`src/rtl/core/mwbp_pkg.sv`:
```
// Shared types, constants and helpers of the mesh warp bilinear projector.
// No dependencies; every other file of the block but mwbp_ram imports this package.
`timescale 1ns / 1ps

package mwbp_pkg;

   localparam int DEF_MAX_COLS = 64;
   localparam int DEF_MAX_ROWS = 64;

   // Cell and node indexes are 8 bits wide, enough for up to 256 columns or rows.
   localparam int IDX_W       = 8;
   localparam int DIM_W       = IDX_W + 1;
   localparam int COORD_W     = 32;
   localparam int FRAC_W      = 16;
   localparam int INV_W       = 32;
   localparam int MESH_DIM_W  = 7;
   localparam int QUEUE_DEPTH = 2;
   localparam int CSR_IDX_W   = 3;
   localparam int CSR_DATA_W  = 32;

   typedef enum logic [1:0] {
      CMD_WRITE    = 2'd0,
      CMD_VALIDATE = 2'd1,
      CMD_PROJECT  = 2'd2
   } command_type;

   typedef enum logic [CSR_IDX_W-1:0] {
      CSR_ORIGIN_LEFT     = 3'd0,
      CSR_ORIGIN_TOP      = 3'd1,
      CSR_CELL_WIDTH      = 3'd2,
      CSR_CELL_HEIGHT     = 3'd3,
      CSR_INV_CELL_WIDTH  = 3'd4,
      CSR_INV_CELL_HEIGHT = 3'd5,
      CSR_MESH_COLS       = 3'd6,
      CSR_MESH_ROWS       = 3'd7
   } csr_addr_type;

   typedef struct packed {
      logic [1:0]                 command;
      logic [5:0]                 node_col;
      logic [5:0]                 node_row;
      logic signed [COORD_W-1:0]  coord_x;
      logic signed [COORD_W-1:0]  coord_y;
   } req_type;

   typedef struct packed {
      logic signed [COORD_W-1:0]  mapped_x;
      logic signed [COORD_W-1:0]  mapped_y;
      logic                       success;
   } rsp_type;

   typedef struct packed {
      logic signed [COORD_W-1:0]  origin_left;
      logic signed [COORD_W-1:0]  origin_top;
      logic [INV_W-1:0]           inv_cell_width;
      logic [INV_W-1:0]           inv_cell_height;
      logic [MESH_DIM_W-1:0]      mesh_cols;
      logic [MESH_DIM_W-1:0]      mesh_rows;
   } cfg_type;

   typedef enum logic [1:0] {
      TASK_WRITE,
      TASK_VALIDATE,
      TASK_PROJECT,
      TASK_NONE
   } task_kind_type;

   // Classified command handed from front to back.
   // Write: col/row is the node. Project: col/row is the upper left corner,
   // col_next/row_next the right and lower corners.
   typedef struct packed {
      task_kind_type              kind;
      logic                       ok;
      logic [IDX_W-1:0]           col;
      logic [IDX_W-1:0]           row;
      logic [IDX_W-1:0]           col_next;
      logic [IDX_W-1:0]           row_next;
      logic [FRAC_W-1:0]          frac_u;
      logic [FRAC_W-1:0]          frac_v;
      logic signed [COORD_W-1:0]  coord_x;
      logic signed [COORD_W-1:0]  coord_y;
   } task_type;

   // One node of the grid store.
   typedef struct packed {
      logic                       valid;
      logic signed [COORD_W-1:0]  y;
      logic signed [COORD_W-1:0]  x;
   } node_word_type;

   typedef enum logic [2:0] {
      BK_CLEAR,
      BK_IDLE,
      BK_WRITE,
      BK_VALIDATE,
      BK_PROJ_READ,
      BK_PROJ_LERP,
      BK_DONE
   } back_state_type;

   // Grid size in use: at least three, at most the built size.
   function automatic logic [DIM_W-1:0] eff_dim(input logic [MESH_DIM_W-1:0] v,
                                                input logic [DIM_W-1:0] maxv);
      logic [DIM_W-1:0] w;
      w = DIM_W'(v);
      if (w < DIM_W'(3)) return DIM_W'(3);
      if (w > maxv) return maxv;
      return w;
   endfunction

endpackage

```
`src/rtl/core/mwbp_queue.sv`:
```
// Short task queue between front and back of the projector.
// Depends on mwbp_pkg for the task type.
`timescale 1ns / 1ps

module mwbp_queue import mwbp_pkg::*; #(
   parameter int DEPTH = QUEUE_DEPTH
) (
   input  logic     clock,
   input  logic     reset,
   input  logic     push,
   input  task_type pdata,
   output logic     full,
   input  logic     pop,
   output task_type qdata,
   output logic     empty
);

   localparam int PTR_W = (DEPTH > 1) ? $clog2(DEPTH) : 1;
   localparam int CNT_W = $clog2(DEPTH + 1);
   localparam logic [PTR_W-1:0] LAST_PTR = PTR_W'(DEPTH - 1);

   task_type         entry_ff [DEPTH];
   logic [PTR_W-1:0] wr_ptr_ff, wr_ptr_in;
   logic [PTR_W-1:0] rd_ptr_ff, rd_ptr_in;
   logic [CNT_W-1:0] count_ff, count_in;
   logic             do_push, do_pop;

   assign full    = (count_ff == CNT_W'(DEPTH));
   assign empty   = (count_ff == '0);
   assign do_push = push && !full;
   assign do_pop  = pop && !empty;
   assign qdata   = entry_ff[rd_ptr_ff];

   // pointer and fill level update
   always_comb begin
      wr_ptr_in = wr_ptr_ff;
      rd_ptr_in = rd_ptr_ff;
      count_in  = count_ff;
      if (do_push) begin
         wr_ptr_in = (wr_ptr_ff == LAST_PTR) ? '0 : wr_ptr_ff + PTR_W'(1);
      end
      if (do_pop) begin
         rd_ptr_in = (rd_ptr_ff == LAST_PTR) ? '0 : rd_ptr_ff + PTR_W'(1);
      end
      if (do_push && !do_pop) begin
         count_in = count_ff + CNT_W'(1);
      end else if (do_pop && !do_push) begin
         count_in = count_ff - CNT_W'(1);
      end
   end

   always_ff @(posedge clock) begin
      if (reset) begin
         wr_ptr_ff <= '0;
         rd_ptr_ff <= '0;
         count_ff  <= '0;
      end else begin
         wr_ptr_ff <= wr_ptr_in;
         rd_ptr_ff <= rd_ptr_in;
         count_ff  <= count_in;
      end
   end

   always_ff @(posedge clock) begin
      if (do_push) begin
         entry_ff[wr_ptr_ff] <= pdata;
      end
   end

endmodule

```
`config.mk`:
```
export PLATFORM = sky130hd
export DESIGN_NAME = mwbp_queue
export DESIGN_NICKNAME = d
export VERILOG_FILES = /design/src/rtl/core/mwbp_pkg.sv /design/src/rtl/core/mwbp_queue.sv
export SDC_FILE = /design/constraint.sdc
export NUM_CORES = 1
export LEC_CHECK = 0
export CAP_MARGIN = 20
export CORE_AREA = 2 2 139 141
export DETAILED_ROUTE_END_ITERATION = 10
export DIE_AREA = 0 0 141 143
export DONT_BUFFER_PORTS = 1
export HOLD_SLACK_MARGIN = 0.15
export PLACE_DENSITY = 0.66
export REMOVE_ABC_BUFFERS = 1
export SLEW_MARGIN = 20
export SYNTH_ARGS = -nofsm -noshare
export SYNTH_HDL_FRONTEND = slang
export SYNTH_SLANG_ARGS = --single-unit
```
`constraint.sdc`:
```
create_clock -name clock -period 6.54 [get_ports clock]
set_input_delay 1.308 -clock clock [delete_from_list [all_inputs] [get_ports clock]]
set_output_delay 1.308 -clock clock [all_outputs]
set_load 0.005 [all_outputs]
```
==> run summary <==
Pleak: 3.79 nW
Compound-gate portion of the synthesized area: 0.249%
Sequential area share after synthesis: 79.3%
Startpoint types: flop
Routability cong.: 0.735
Final period util: 59.4%
Post-CTS Setup Bufs: 0
Synth area leaders: edfxtp_1 78%, mux2_4 13%, mux2_2 4.6%, buf_6 1.1%, dfxtp_1 1.0%
Mapped Area: 10000 um^2
Die width: 141 um
# diodes: 0
R2r setup slk: 3820 ps
Critical path endpoint category: primary output
Via count: 3918
Flop and latch count out of synthesis: 267
Mux contribution to synthesized area: 18.0%
Synth warn: 0
DRC Markers: 0
Pin count of the biggest net entering global routing: 87
IO Port Bufs: 0
Tot GR Track Use: 15.9%
I/O pin cnt: 268
Fin nets: 588
Vias in the first global route: 4203
Maximum vdd drop: 0.000269 V
Hpwl dp: 10.8 mm
H-Tree Depth: 1
Max clock buf depth: 3
Pwr Total: 0.00455 W
Post-cts hold buffer count: 0
Hold WS: 487 ps
Distinct cell type count after synthesis: 16
Final ANT Viol Nets: 0
TritonCTS clock tree: built
Initial drt markers: 192
Critical path peak fanout: 47
Total clock buffers created by CTS: 27
Least-Margin Pin Slew: 940 ps
Clk_skew: 16.5 ps
HP Class: reg2reg
Placed cell areas: 10200 um^2
Post-synth top area share: 78.3%
CTS root buf: clkbuf_16
Antenna violations before repair: 0
Slew Viols, Final: 0
Clock transition at path regs: 60 ps
XOR/XNOR Fraction of Synth Area: 0.262%
Area leader, netlist: edfxtp_1
WL/cell: 23.6 um
Gr ovfl total: 0
Min cycle time layout: 3880 ps
Run status: finished, final reports clean
Die area: 20200 um^2
Setup tns final: 0 ps
Capture point of the critical path: qdata[119]
RSZ-0062 raised after global routing: false
DRT met1 WL: 5.79 mm
Mapped Cells: 433
Final wirelength: 16.7 mm
Routed wl met2: 8.25 mm
R2R Path Start: count_ff[0]
Worst r2r dst: entry_ff[0][84]
Max Used Layer: met4
Largest family of logic cells by synthesized area: multiplexers
Cell area after layout: 11100 um^2
Clock sinks: 267
DRT Pass-1 Iters: 4
Worst EP arrival: 2580 ps
R2R depth: 4
WS Path Type: reg2out
Post-Synth Adder-Cell Area: 0.125%
Avg Inst Size Synth: 23.2 um^2
Slew headroom: 37.3%
Worst skew pair latency: 530 ps
Layout cells sized above 1: 37.4%
Simple-Gate Fraction of Synth Area: 0.461%
Die H: 143 um
Final hold vios: 0
DR vias/cell: 5.56
Core area: 18600 um^2
Pwr dens: 409 nW/um^2
CTS resizes: 0
Initial core utilization: 54.1%
First-pass GRT wire length: 24.3 mm
Met3 WL: 2.07 mm
Final Setup Violations: 0
Req. time, crit path: 5230 ps
Std cell rows: 50
Layout Utilization: 59.8%
Fmax: 0.257 GHz
Area delta synth->final: 10.6%
Max Cap Violations: 0
[routing by layer]
layer  track usage, %  up-vias
li1                 -     1756
met2             26.4      188
met5                0        -
met4             5.74        0
met3             8.55       38
met1             17.5     1936
[worst min-delay path by stage]
stage	endpoint	cells past startpoint	slack (ps)	start
global placement	wr_ptr_ff	2	470	wr_ptr_ff
global route	wr_ptr_ff	2	520	wr_ptr_ff
floorplan	wr_ptr_ff	2	450	wr_ptr_ff
detailed placement	wr_ptr_ff	2	480	wr_ptr_ff
CTS	wr_ptr_ff	2	490	wr_ptr_ff
finish	wr_ptr_ff	2	490	wr_ptr_ff
[sequential cells by signal, indices dropped and copies added, names as in the netlist, named ones only]
register,flops
wr_ptr_ff,1
rd_ptr_ff,1
count_ff,2
entry_ff,262
[final cells by class]
class / count / area (um^2)
sequential: 267 / 7970
multi-input combinational: 149 / 1930
inverter: 2 / 12.5
clock buffer: 35 / 736
tap: 234 / 293
clock inverter: 13 / 114
fill: 1307 / 7470
timing repair buffer: 5 / 57.6
[synth_stat cells]
library cell,count
edfxtp_1,262
mux2_4,90
mux2_2,41
buf_6,10
dfxtp_1,5
nor2_1,5
buf_2,4
o21ai_0,3
xor2_1,3
a21oi_1,2
inv_1,2
or3_1,2
and2_1,1
buf_8,1
ha_1,1
nor2b_2,1
[cell families after synthesis]
| family | after synthesis |
|---|---|
| mux | 131 |
| simple gates | 9 |
| flops | 267 |
| xor+xnor | 3 |
| buf+inv | 17 |
| fa+ha+maj | 1 |
| compound gates | 5 |
[critical path, stage by stage, from the launching register on]
cell and delay [ps]:
dfxtp_4 840, buf_4 720, mux2_2 430
[through the flow]
step,instances,setup WS [ps]
6_report,705,2660
5_1_grt,705,2500
4_1_cts,704,2580
3_5_place_dp,656,2930
3_3_place_gp,656,2980
2_1_floorplan,418,230
[cells in the final DEF (no fill, tap or decap)]
master     Yosys  final
clkbuf_8       0      3
and2_4         0      1
mux2_2        41     41
a21oi_1        2      2
o21ai_0        3      3
xor2_1         3      3
inv_6          0      3
nor2b_2        1      1
clkbuf_16      0     27
or3_1          2      2
clkinv_1       0      7
clkinv_2       0      2
bufinv_16      0      2
nor2_1         5      5
edfxtp_1     262    262
buf_4          0      4
dfxtp_1        5      4
buf_16         0      1
mux2_4        90     90
inv_1          2      1
ha_1           1      1
clkbuf_1       0      5
dfxtp_4        0      1
[where the power goes]
| part | internal, W | total [W] | switching (W) |
|---|---|---|---|
| clock network | 0.000866 | 0.00146 | 0.000590 |
| registers | 0.00215 | 0.00225 | 0.000101 |
| logic | 0.000423 | 0.000838 | 0.000416 |
| total | 0.00344 | 0.00455 | 0.00111 |
No activity file was read; power rests on OpenSTA's default activity.
